File: config.mk
export PLATFORM = sky130hd
export DESIGN_NAME = gts_ctrl
export DESIGN_NICKNAME = d
export VERILOG_FILES = /design/src/hdl/gts_pkg.sv /design/src/hdl/gts_ctrl.sv
export SDC_FILE = /design/constraint.sdc
export NUM_CORES = 1
export LEC_CHECK = 0
export BUFFER_PORTS_ARGS = -buffer_cell sky130_fd_sc_hd__buf_4
export CAP_MARGIN = 20
export CELL_PAD_IN_SITES_DETAIL_PLACEMENT = 1
export CELL_PAD_IN_SITES_GLOBAL_PLACEMENT = 2
export CORE_MARGIN = 1
export CORE_UTILIZATION = 24
export CTS_BUF_LIST = sky130_fd_sc_hd__clkbuf_8
export CTS_CLUSTER_DIAMETER = 120
export CTS_CLUSTER_SIZE = 20
export DETAILED_ROUTE_END_ITERATION = 8
export PLACE_DENSITY = 0.75
export SYNTH_ARGS = -nofsm -noshare
export SYNTH_HDL_FRONTEND = slang
export SYNTH_SLANG_ARGS = --single-unit
export TNS_END_PERCENT = 5
File: constraint.sdc
create_clock -name clk -period 3.3 [get_ports clk]
set_input_delay 0.165 -clock clk [delete_from_list [all_inputs] [get_ports clk]]
set_output_delay 0.165 -clock clk [all_outputs]
set_load 0.01 [all_outputs]
File: src/hdl/gts_pkg.sv
// gait torque sequencer package: phase and queue codes, fixed constants, sine rom function
// no dependencies
package gts_pkg;

  localparam int SINE_DEPTH_DEF = 1024;

  localparam logic [1:0] PH_IDLE  = 2'd0;
  localparam logic [1:0] PH_DELAY = 2'd1;
  localparam logic [1:0] PH_DRIVE = 2'd2;
  localparam logic [1:0] PH_PAUSE = 2'd3;

  localparam logic [1:0] Q_NONE = 2'd0;
  localparam logic [1:0] Q_FWD  = 2'd1;
  localparam logic [1:0] Q_REV  = 2'd2;

  localparam logic [1:0] ACT_TICK = 2'd0;
  localparam logic [1:0] ACT_FWD  = 2'd1;
  localparam logic [1:0] ACT_REV  = 2'd2;

  localparam logic [2:0] REG_DRIVE = 3'd0;
  localparam logic [2:0] REG_PAUSE = 3'd1;
  localparam logic [2:0] REG_DELAY = 3'd2;
  localparam logic [2:0] REG_KP    = 3'd3;
  localparam logic [2:0] REG_KD    = 3'd4;
  localparam logic [2:0] REG_LIMIT = 3'd5;
  localparam logic [2:0] REG_FLOOR = 3'd6;
  localparam logic [2:0] REG_SCALE = 3'd7;

  localparam logic [31:0] INC1 = 32'd18117896;
  localparam logic [31:0] OFF1 = 32'd4057086581;
  localparam logic [31:0] INC2 = 32'd54890283;
  localparam logic [31:0] OFF2 = 32'd1265279330;
  localparam logic [13:0] FORCE_GAIN = 14'd11560;
  localparam logic [10:0] AMP1 = 11'd1214;
  localparam logic [10:0] AMP2 = 11'd429;
  localparam logic [11:0] CODE_NEUTRAL = 12'd2047;
  localparam logic [11:0] CODE_MAX = 12'd4095;

  // datapath commands from the controller
  typedef struct packed {
    logic load_rom; // read both sine entries
    logic load_y;   // latch rom sums into trajectory target
    logic load_e;   // latch target and tracking error
    logic load_acc; // latch pd product sum
    logic load_pd;  // clamp and latch pd output
    logic load_out; // form the code
    logic fwd;      // direction of this drive
  } gts_cmd_t;

  // rom contents: q1.15 sine of addr/depth turns, elaborated as a constant table
  // depth is a power of two, so the turn fraction is a plain shift
  function automatic logic signed [15:0] rom_sine(longint unsigned addr, int depth);
    longint unsigned one, q, r, x, x2, t, s;
    int quad;
    one = 64'd1 << 30;
    q = addr << (32 - $clog2(depth));
    quad = int'((q >> 30) & 3);
    r = q & (one - 1);
    if (quad[0]) r = one - r;
    x = (r * 64'd1686629713) >> 30;
    x2 = (x * x) >> 30;
    t = one - x2 / 72;
    t = one - ((x2 * t) >> 30) / 42;
    t = one - ((x2 * t) >> 30) / 20;
    t = one - ((x2 * t) >> 30) / 6;
    s = (x * t) >> 30;
    s = (s + (64'd1 << 14)) >> 15;
    if (s > 32767) s = 32767;
    return (quad >= 2) ? -16'(s) : 16'(s);
  endfunction

endpackage

File: src/hdl/gts_ctrl.sv
// gait torque sequencer controller: phase machine, tick counting, command queue
// depends on gts_pkg
module gts_ctrl
  import gts_pkg::*;
(
  input  logic       clk,
  input  logic       rst,
  input  logic       in_fire,
  input  logic [1:0] action,
  input  logic [7:0] drive_ticks,
  input  logic [7:0] pause_ticks,
  input  logic [7:0] delay_ticks,
  input  logic       out_free,
  output logic       busy,
  output logic       in_drive,
  output logic       out_load,
  output logic       out_drive,
  output logic [7:0] tick_count,
  output gts_cmd_t   cmd
);

  logic [1:0] phase;
  logic       fwd;
  logic [1:0] queued;
  logic [2:0] step;
  logic       work;
  logic [7:0] cnt_inc;

  assign cnt_inc   = tick_count + 8'd1;
  assign busy      = work;
  assign in_drive  = (phase == PH_DRIVE);
  assign cmd.fwd   = fwd;
  assign cmd.load_rom = work && step == 3'd0;
  assign cmd.load_y   = work && step == 3'd1;
  assign cmd.load_e   = work && step == 3'd2;
  assign cmd.load_acc = work && step == 3'd3;
  assign cmd.load_pd  = work && step == 3'd4;
  assign cmd.load_out = work && step == 3'd5;
  assign out_load  = work && step == 3'd6 && out_free;
  assign out_drive = 1'b1;

  // phase machine and drive sequencing
  always_ff @(posedge clk) begin
    if (rst) begin
      phase <= PH_IDLE;
      fwd <= 1'b1;
      queued <= Q_NONE;
      tick_count <= 8'd0;
      work <= 1'b0;
      step <= 3'd0;
    end else if (work) begin
      if (step == 3'd6) begin
        if (out_free) begin
          work <= 1'b0;
          step <= 3'd0;
          tick_count <= cnt_inc;
        end
      end else begin
        step <= step + 3'd1;
      end
    end else if (in_fire) begin
      if (action == ACT_FWD || action == ACT_REV) begin
        if (phase != PH_IDLE) begin
          if (action == ACT_FWD && !fwd) queued <= Q_FWD;
          if (action == ACT_REV && fwd) queued <= Q_REV;
        end else if (action == ACT_FWD) begin
          phase <= PH_DELAY;
          tick_count <= 8'd0;
        end else begin
          phase <= PH_DRIVE;
          fwd <= 1'b0;
          tick_count <= 8'd0;
        end
      end else if (action == ACT_TICK) begin
        case (phase)
          PH_DELAY: begin
            tick_count <= cnt_inc;
            if (cnt_inc >= delay_ticks) begin
              phase <= PH_DRIVE;
              fwd <= 1'b1;
              tick_count <= 8'd0;
            end
          end
          PH_PAUSE: begin
            tick_count <= cnt_inc;
            if (cnt_inc >= pause_ticks) begin
              fwd <= (queued == Q_FWD);
              queued <= Q_NONE;
              phase <= PH_DRIVE;
              tick_count <= 8'd0;
            end
          end
          PH_DRIVE: begin
            if (tick_count >= drive_ticks) begin
              phase <= (queued != Q_NONE) ? PH_PAUSE : PH_IDLE;
              tick_count <= 8'd0;
            end else begin
              work <= 1'b1;
              step <= 3'd0;
            end
          end
          default: ;
        endcase
      end
    end
  end

endmodule

=== Word-level counts from Yosys, hierarchy flattened ===
Index checks and enable logic that the tools add are counted.

* Magnitude comparators: 3
* Mux-type cells: 50
* Reduce and logical (&&, ||, !) cells: 31
* Equality and inequality tests: 26
* Multipliers: 0
* Shifts and indexed selects: 0
* Add/subtract/negate cells: 2
* Divide/modulo/power cells: 0
* Bitwise gates (word level): 1

{| class="wikitable"
|+ Operators by type and width
! operator !! count
|-
| 8-bit 2-to-1 mux || 10
|-
| 2-bit 2-to-1 mux || 15
|-
| 8-bit >= comparator || 3
|-
| 3-bit 2-to-1 mux || 8
|-
| 8-bit case mux with 3 select lines || 1
|-
| 8-bit AND reduction || 2
|-
| 2-bit nonzero test || 8
|-
| 1-bit 2-to-1 mux || 14
|-
| 7-bit AND reduction || 2
|-
| 3-bit inequality test (second input constant) || 4
|-
| 1-bit logical AND || 10
|-
| 2-bit inequality test (second input constant) || 5
|-
| 3-bit == test (second input constant) || 3
|-
| 8-bit by 1-bit adder with 8-bit output (second input constant) || 1
|-
| 2-bit by 1-bit == test with 1-bit output (second input constant) || 3
|-
| 2-bit == test (second input constant) || 3
|-
| 3-bit by 2-bit == test with 1-bit output (second input constant) || 2
|-
| 3-bit by 1-bit inequality test with 1-bit output (second input constant) || 2
|-
| 2-bit case mux with 3 select lines || 1
|-
| 6-bit AND reduction || 1
|-
| 3-bit nonzero test || 2
|-
| 5-bit nonzero test || 1
|-
| 2-bit by 1-bit inequality test with 1-bit output (second input constant) || 2
|-
| 4-bit by 1-bit inequality test with 1-bit output (second input constant) || 1
|-
| other kinds (9) || 9
|}

* Input bits: 30
* Latch bits: 0
* Output and inout bits: 19
* Memory bits (writable): 0
* ROM bits: 0
* Word-level logic and storage cells: 119
* Memories kept: 0
* Bits in registers: 17

=== Depth between registers and ports, before layout ===
Gate-level depths: netlist of the first run.

* Depth after elaboration: 8
* Mapped depth: 11
* Mapped depth without buffers: 11

=== Worst setup path before layout of the first run ===
OpenSTA, ideal clock, no wires.

* Kind: reg2reg
* Start point: register tick_count[0]
* End point: register tick_count[2]
* Data required time: 3.204 ns
* Data arrival time: 2.474 ns
* Stages on the path, launching flop included: 12
* Setup slack: 0.730 ns
* Cells stage by stage: dfxtp_1 > and3_1 > nand3_1 > nor2_1 > xor2_1 > ha_1 > a21oi_1 > nand3_1 > a211oi_1 > a211o_2 > nand2_4 > o41ai_2

* Longest elaborated chain between the ends: 8
* Elaborated cells on any way between the ends: 15
* Classes of those cells: add/sub (1); order compare (3); eq/ne (1); mux (9); reduce/logical (1)

{| class="wikitable"
|+ RTL lines
! item !! line !! source
|-
| start: declaration || gts_ctrl.sv:18 || <nowiki>output logic [7:0] tick_count,</nowiki>
|-
| start signal: assignment || gts_ctrl.sv:56 || <nowiki>tick_count <= cnt_inc;</nowiki>
|-
| start signal: assignment || gts_ctrl.sv:77 || <nowiki>tick_count <= cnt_inc;</nowiki>
|-
| start signal: assignment || gts_ctrl.sv:85 || <nowiki>tick_count <= cnt_inc;</nowiki>
|-
| 8-bit by 1-bit adder with 8-bit output || gts_ctrl.sv:29 || <nowiki>assign cnt_inc = tick_count + 8'd1;</nowiki>
|-
| 8-bit >= comparator (on tied branches) || gts_ctrl.sv:86, gts_ctrl.sv:78 ||
|-
| 8-bit 2-to-1 mux (on tied branches) || gts_ctrl.sv:86, gts_ctrl.sv:78 ||
|-
| 8-bit case mux with 3 select lines || gts_ctrl.sv:75 || <nowiki>case (phase)</nowiki>
|-
| 8-bit 2-to-1 mux || gts_ctrl.sv:74 || <nowiki>end else if (action == ACT_TICK) begin</nowiki>
|-
| 8-bit 2-to-1 mux || gts_ctrl.sv:62 || <nowiki>if (action == ACT_FWD || action == ACT_REV) begin</nowiki>
|-
| 8-bit 2-to-1 mux || gts_ctrl.sv:61 || <nowiki>end else if (in_fire) begin</nowiki>
|-
| 8-bit 2-to-1 mux || gts_ctrl.sv:51 || <nowiki>end else if (work) begin</nowiki>
|}

Several ways; a longest one is shown, not always the timed one. The select of a mux whose other input is x is not followed.
A chain may end at the register's enable or synchronous reset.

=== Worst setup path after layout of the first run ===
Same ends and word-level chain as after synthesis.

==> results of run 1 <==
-- through the flow --
| step | power, mW | utilization |
|---|---|---|
| 3_5_place_dp | 0.3942 | 0.3107 |
| 4_1_cts | 0.5601 | 0.3171 |
| 6_report | 0.5489 | 0.3178 |
| 2_1_floorplan | 0.3335 | - |
| 3_3_place_gp | 0.3906 | 0.3107 |
| 5_1_grt | 0.5920 | 0.3178 |
-- cells by family after synthesis --
kind of cell | share of synthesized area
flip-flops | 0.1862
XOR/XNOR | 0.03354
AND/OR/NAND/NOR | 0.2361
buffers and inverters | 0.1034
adder cells (fa/ha/maj) | 0.2053
other | 0.002051
multiplexers | 0.005476
AO/OA/AOI/OAI | 0.2279
-- flip-flops by register name, summed over array words and instances (netlist names) --
| name | count |
|---|---|
| busy | 1 |
| queued | 2 |
| step | 3 |
| fwd | 1 |
| tick_count | 8 |
| phase | 2 |
-- power by group through the flow --
stage                     Sequential [mW]  Clock, mW  Combinational [mW]
final                               0.224      0.161               0.164
after global routing                0.226      0.180               0.186
after CTS                           0.224      0.169               0.166
after detailed placement            0.229          0               0.165
after global placement              0.229          0               0.162
after floorplan                     0.223          0               0.111
-- Yosys cell counts (all sizes together) (2+ instances only) --
cell / instances / area [µm²]
o21ai: 9 / 48.80
nand3: 9 / 45.04
dfxtp: 17 / 340.3
and4: 2 / 17.52
buf: 5 / 38.78
o32ai: 4 / 35.03
o41ai: 2 / 25.03
a211o: 2 / 18.77
nor3b: 3 / 22.52
a31oi: 2 / 27.53
o221ai: 2 / 17.52
clkbuf: 2 / 7.510
nand2b: 12 / 75.07
inv: 38 / 142.6
nor2: 15 / 56.30
xnor2: 4 / 35.03
ha: 30 / 375.4
xor2: 3 / 26.28
nor2b: 5 / 31.28
nand4: 6 / 37.54
nand2: 13 / 56.30
nor3: 7 / 35.03
a21oi: 11 / 55.05
o31ai: 2 / 28.78
a211oi: 3 / 27.52
-- layer usage --
layer  GRT usage  up-vias  part of all wire
li1            -      911                 -
met1      0.1738      831              0.46
met2      0.2373       29              0.49
met3     0.02401        2             0.039
met4     0.01299        0            0.0020
met5           0        -                 0
-- final timing paths --
kind                                      end  slack, ns  depth (start not counted)
worst max-delay path            tick_count[2]       0.44                         11
worst min-delay path                queued[0]       0.26                          2
worst max register to register  tick_count[2]       0.44                         11
worst min register to register      queued[1]       0.53                          2
-- layout make-up --
class                   count  area (µm²)  share of cell area
well taps                  99       123.9             0.05346
clock inverters             1       5.005            0.002160
multi-input cells         170        1304              0.5626
clock buffers               3       41.29             0.01782
flip-flops and latches     17       340.3              0.1469
inverters                  38       142.6             0.06156
repair buffers             48       360.3              0.1555
==> flow_summary.toml, run 1 <==
[finish]
layout_common_cells = "48 x buf_4, 38 x inv_1, 30 x ha_1, 17 x dfxtp_1, 15 x nor2_1"
instances_no_fill = 376
fin_area_mm2 = 0.002317
final_common_cell = "buf_4"
fillers = 932
nNetsFinal = 338
syn_to_final_growth_pct = 26.76
num_antenna_cells = 0
drive_gt1_frac = 0.2274

[logic_synthesis]
synth_cell_type_count = 58
synth_nets = 292
yosys_most_used_dff = "dfxtp_1"
synth.avg_cell_area_um2 = 7.879
synth_seq_area_share = 0.1862
syn-cell-area_mm2 = 0.001828
synth_seq_cells = 17
yosys_warnings = 0
synthArstFlopShare = 0
netlist_instances = 232
synth_edf_count = 0

[cts]
h-tree-depth = 1
clk_pin_slew_ns = 0.08
clock_sinks = 17
post-cts-setup-buffers = 0
cts_buffer_depth = 2
holdBufCountCts = 0
cts_tree = "built"
clock_latency_ns = 0.26
cts_buffers = 3
cts_resized = 0
cts-root-buf = "clkbuf_8"

[pwr]
p_comb_frac = 0.298
p_leak_nw = 1.116
powerDensity_mw_per_mm2 = 236.9
p_seq_frac = 0.408
power_frac_clock = 0.294
switchingPower_mw = 0.1767
p_sw_frac = 0.3219
ir_worst_vdd_mv = 0.1288
intPower_mw = 0.3722

[job]
maxCapViolations = 0

[critical_path]
critical-path-top-delay-family = "compound AO/OA/AOI/OAI gates"
cp_common_cell = "nand3_1"
slowest_delay_ns = 0.48
worstPathMaxFanout = 8
path_cells = "and3_1, nand3_1, nor2_1, xor2_1, ha_1, a21oi_1, nand3_1, a211oi_2, a211o_2, nand2_4, o41ai_2"
crit_buf_inv = 0
crit_required_ns = 3.46
critPathLaunchType = "register"
crit_arrival_ns = 3.02
critPathLaunch = "tick_count[0]"
end_kind = "register"
timing.rr.start = "tick_count[0]"
crit_slowest_cell = "dfxtp_1"
path_class = "reg2reg"

[die]
rows = 31
die_h_um = 89.28
fp.dieW_um = 89.28
initial_core_util = 0.2507
num_io_pins = 49
dieArea_mm2 = 0.007970
core_area_mm2 = 0.007292

[drt]
via_per_inst = 4.715
wl_per_cell_um = 13.33
drtIter0Drc = 42
postRouteAntennaNets = 0
vias = 1773
drt-total-wl_um = 5012
first_pass_iters = 4
drcViolationCount = 0

[timing]
drv_slew = 0
whs_ns = 0.2572
fin_worst_skew_ns = 0.007791
setup_ws_ns = 0.4391
finalSetupViolCount = 0
max_freq_ghz = 0.3495
tightest_slew_ns = 0.5497
setup-tns-final_ns = 0
min_period_ns = 2.861
hold_viol_final = 0
fin_crit_sh = 0.8669
rsz0062_at_grt = "no"
slew_headroom = 0.6336

[grt]
grt-ovfl-total = 0
grt.total_usage = 0.1334
antenna_found_initial = 0
grt_pass1_wl_um = 8314
grt_pass1_vias = 1734
grt_max_degree = 26

[placed_design]
dpl-instance-area_mm2 = 0.002266
place_ws_ns = 0.3410
io_buffers = 47
routabilityCongestion = 0.7613
dpl.hpwl_um = 4130
dp.cells = 372

[hold_path]
hp-class = "in2reg"
min_from = "rst"

[run_status]
outcome = "complete, no violations"
Power figures use the tool's default switching activity.
==> run 2, diff against run 1 <==
CORE_ASPECT_RATIO = 0.9   (was unset)
==> run 2 against run 1 <==
  * Total power up 0.61%
  * Final cell count down 1.9%
  * Die area about the same
  * Critical path depth unchanged
  * Maximum frequency down 3.6%
  * Clock-buffer cell count unchanged
==> flow_summary.toml, run 2 (synthesis results as in run 1) <==
[run_status]
outcome = "complete, no violations"

[finish]
largest_register_ffs = 8
fillers = 890
final_common_cell = "buf_4"
drive_gt1_frac = 0.2210
post-route-util = 0.3181
num_antenna_cells = 0
nNetsFinal = 337
layout_common_cells = "47 x buf_4, 38 x inv_1, 30 x ha_1, 17 x dfxtp_1, 15 x nor2_1"
regMostFlops = "tick_count"
syn_to_final_growth_pct = 25.67
top_regs = "tick_count: 8 flops, step: 3 flops"

[cts]
clock_sinks = 17
clk_pin_slew_ns = 0.08
holdBufCountCts = 0
clock_latency_ns = 0.26
cts_buffer_depth = 2
cts_buffers = 3
cts-root-buf = "clkbuf_8"
cts_resized = 0
h-tree-depth = 1
post-cts-setup-buffers = 0
cts_tree = "built"

[timing]
fin_crit_sh = 0.8989
finalSetupViolCount = 0
slew_headroom = 0.6242
whs_ns = 0.2565
fin_worst_skew_ns = 0.01221
rsz0062_at_grt = "no"
drv_slew = 0
max_freq_ghz = 0.3371
tightest_slew_ns = 0.5638
hold_viol_final = 0
setup-tns-final_ns = 0
min_period_ns = 2.966

[pwr]
p_leak_nw = 1.110
powerDensity_mw_per_mm2 = 240.4
finalPower_mw = 0.5523
ir_worst_vdd_mv = 0.09861

[critical_path]
crit_arrival_ns = 3.13
end_kind = "register"
worstPathMaxFanout = 8
crit_required_ns = 3.46
critPathLaunchType = "register"
path_class = "reg2reg"

[die]
initial_core_util = 0.2532
num_io_pins = 49
die_h_um = 84.80
core_area_mm2 = 0.007221
dieArea_mm2 = 0.007970
rows = 29
fp.dieW_um = 94.00

[drt]
vias = 1752
wl_per_cell_um = 13.58
drt-total-wl_um = 5010
postRouteAntennaNets = 0
drtIter0Drc = 50
first_pass_iters = 4
drcViolationCount = 0
via_per_inst = 4.748

[grt]
grt_max_degree = 26
grt_pass1_wl_um = 8135
antenna_found_initial = 0
grt.total_usage = 0.1284
grt-ovfl-total = 0
grt_pass1_vias = 1730

[placed_design]
routabilityCongestion = 0.7166
io_buffers = 47
dpl.hpwl_um = 4098

[job]
maxCapViolations = 0

[hold_path]
hp-class = "in2reg"
## run 2: cell count changes in the layout (fill, tap and decap cells not counted), sizes merged
| cell | previous run | this run |
|---|---|---|
| buf | 48 | 47 |
## run 2: layout make-up
type	instances	area, µm²	share of cell area
clock buffer	3	41.29	0.01797
clock inverter	1	5.005	0.002179
inverter	38	142.6	0.06209
multi-input combinational	170	1299	0.5654
sequential	17	340.3	0.1481
tap	93	116.4	0.05065
timing repair buffer	47	352.8	0.1536
## run 2: critical path, cell delays in order (launching register included)
cell	delay (ns)
dfxtp_1	0.47
and3_1	0.21
nand3_1	0.15
nor2_1	0.17
xor2_1	0.29
ha_1	0.34
a21oi_1	0.15
nand3_1	0.11
a211oi_1	0.41
a211o_2	0.28
nand2_4	0.10
o41ai_2	0.21
## run 2: routing by layer
layer,vias to the layer above,wire [µm],global-route usage
li1,910,-,-
met1,803,2585,0.1890
met2,34,2125,0.1904
met3,5,244,0.02264
met4,0,55,0.03357
met5,-,0,0
## run 2: path summary, 6_finish.rpt
check / slack, ns / cells after the start / to / start
worst max-delay path: 0.33 / 11 / tick_count[2] / tick_count[0]
worst min-delay path: 0.26 / 2 / queued[0] / rst
worst max register to register: 0.33 / 11 / tick_count[2] / tick_count[0]
worst min register to register: 0.51 / 2 / queued[1] / queued[1]
## run 2: power by group
| part | switching (mW) | total [mW] | leakage (nW) | internal [mW] |
|---|---|---|---|---|
| combinational | 0.0860 | 0.163 | 0.947 | 0.0770 |
| clock | 0.0814 | 0.165 | 0.0255 | 0.0841 |
| sequential | 0.0129 | 0.224 | 0.137 | 0.211 |
## run 2: per-stage QoR
stage	worst slack [ns]	cell area [µm²]	cells
3_5_place_dp	0.3227	2251	365
2_1_floorplan	0.7299	1828	232
4_1_cts	0.3023	2297	369
6_report	0.3336	2297	369
5_1_grt	0.03490	2297	369
3_3_place_gp	0.4806	2251	365
==> run 3, diff against run 2 <==
CORE_UTILIZATION = 31   (was 24)
HOLD_SLACK_MARGIN = 0.02   (was unset)
PLACE_DENSITY = 0.91   (was 0.75)
==> run 3 against run 2 <==
  * Largest cell class unchanged
  * Register-to-register slack gained 0.12 ns
  * Design area shrank 0.60%
  * Largest power group unchanged
  * Combinational power is essentially flat
  * Final cell count shrank 6.0%
  * Routed wire length shrank 3.6%
  * Utilization grew 8.3 points
==> flow_summary.toml, run 3 (synthesis results as in run 1) <==
[die]
dieArea_mm2 = 0.006208
initial_core_util = 0.3211
fp.dieW_um = 82.95
die_h_um = 74.85
rows = 26
core_area_mm2 = 0.005693
num_io_pins = 49

[drt]
vias = 1783
first_pass_iters = 4
drt-total-wl_um = 4829
drcViolationCount = 0
via_per_inst = 5.138
wl_per_cell_um = 13.92
drtIter0Drc = 34
postRouteAntennaNets = 0

[finish]
largest_register_ffs = 8
top_regs = "tick_count: 8 flops, step: 3 flops"
syn_to_final_growth_pct = 24.91
drive_gt1_frac = 0.2274
regMostFlops = "tick_count"
final_common_cell = "buf_4"
nNetsFinal = 338
layout_common_cells = "48 x buf_4, 38 x inv_1, 30 x ha_1, 17 x dfxtp_1, 15 x nor2_1"
num_antenna_cells = 0

[critical_path]
path_cells = "and3_1, nand3_1, nor2_1, xor2_1, ha_1, a21oi_1, nand3_1, a211oi_2, a211o_2, nand2_4, o41ai_2"
ff2ff_setup_slack_ns = 0.46
crit_buf_inv = 0
cp.depth = 11
rr_endpoint = "tick_count[2]"
end_kind = "register"
crit_required_ns = 3.48
timing.rr.start = "tick_count[0]"
path_class = "reg2reg"
critPathLaunchType = "register"
slowest_delay_ns = 0.48
crit_slowest_cell = "dfxtp_1"
worstPathMaxFanout = 8
cp_common_cell = "nand3_1"
critical-path-top-delay-family = "compound AO/OA/AOI/OAI gates"
crit_arrival_ns = 3.02
r2r_cells = 11

[cts]
h-tree-depth = 1
post-cts-setup-buffers = 0
cts_buffers = 3
cts_buffer_depth = 2
clk_pin_slew_ns = 0.08
clock_sinks = 17
clock_latency_ns = 0.26
cts_tree = "built"
cts-root-buf = "clkbuf_8"

[timing]
fin_crit_sh = 0.8617
setup-tns-final_ns = 0
min_period_ns = 2.844
rsz0062_at_grt = "no"
fin_worst_skew_ns = 0.006389
slew_headroom = 0.6460
drv_slew = 0
finalSetupViolCount = 0
hold_viol_final = 0
tightest_slew_ns = 0.5309
max_freq_ghz = 0.3517

[pwr]
powerDensity_mw_per_mm2 = 244.0
p_leak_nw = 1.113
finalPower_mw = 0.5571
ir_worst_vdd_mv = 0.1171

[placed_design]
dpl.hpwl_um = 3915
routabilityCongestion = 0.7889
io_buffers = 47

[hold_path]
hold-path-endpoint = "queued[0]"
hp-class = "in2reg"
whs_path_depth = 2
min_from = "rst"

[job]
maxCapViolations = 0

[grt]
grt_max_degree = 26
antenna_found_initial = 0
grt-ovfl-total = 0
grt_pass1_wl_um = 8190
grt_pass1_vias = 1720
grt.total_usage = 0.1640

[run_status]
outcome = "complete, no violations"
run 3: changes by cell type in the layout (fill, tap and decap cells not counted):
cell / before / now
a211oi_1: 2 / 1
a211oi_2: 1 / 2
buf_4: 47 / 48
clkinv_2: 1 / 0
clkinvlp_4: 0 / 1
run 3: per-stage QoR:
| step | setup WS (ns) | utilization | cells | cell area (µm²) | hold slack (ns) |
|---|---|---|---|---|---|
| finish | 0.4564 | 0.4011 | 347 | 2283 | 0.2530 |
| global route | 0.1670 | 0.4011 | 347 | 2283 | 0.2650 |
| floorplan | 0.7299 | - | 232 | 1828 | 0.3418 |
| CTS | 0.3363 | 0.4002 | 347 | 2278 | 0.2526 |
| detailed placement | 0.3493 | 0.3916 | 343 | 2230 | 0.5046 |
| global placement | 0.5078 | 0.3916 | 343 | 2230 | 0.4888 |
run 3: power breakdown:
group	total, mW	leakage [nW]	internal, mW	switching (mW)
clock	0.170	0.0217	0.0853	0.0846
sequential	0.224	0.137	0.211	0.0127
combinational	0.164	0.953	0.0774	0.0863
total	0.557	1.11	0.374	0.184
run 3: timing repair:
item / CTS / global route
setup endpoints to repair: 0 / 1
gates resized for setup: 0 / 1
hold buffers: 0 / 0
run 3: worst reg2reg max path, delay by kind of cell, from the launching register on:
family / cells / cell delay (ns)
AO/OA/AOI/OAI: 4 / 0.90
flip-flops: 1 / 0.48
XOR/XNOR: 1 / 0.31
adder cells (fa/ha/maj): 1 / 0.33
AND/OR/NAND/NOR: 5 / 0.74
run 3: metal layers:
| layer | part of all wire | wire, µm | GRT usage |
|---|---|---|---|
| met5 | 0 | 0 | 0 |
| met4 | 0.0081 | 39 | 0.03448 |
| met3 | 0.030 | 145 | 0.03399 |
| met2 | 0.47 | 2263 | 0.2942 |
| met1 | 0.49 | 2381 | 0.2069 |
run 3: worst max-delay path by stage:
stage / from / end
after CTS: tick_count[0] / tick_count[2]
final: tick_count[0] / tick_count[2]
after floorplan: tick_count[0] / tick_count[2]
after global placement: tick_count[0] / tick_count[2]
after detailed placement: tick_count[0] / tick_count[2]
after global routing: tick_count[0] / tick_count[2]
run 3: final cells by class:
| type | instances | area (µm²) |
|---|---|---|
| Timing Repair Buffer | 48 | 360.3 |
| Sequential cell | 17 | 340.3 |
| Clock buffer | 3 | 41.29 |
| Tap cell | 70 | 87.58 |
| Multi-Input combinational cell | 170 | 1304 |
| Fill cell | 705 | 3410 |
| Inverter | 38 | 142.6 |
| Clock inverter | 1 | 7.507 |
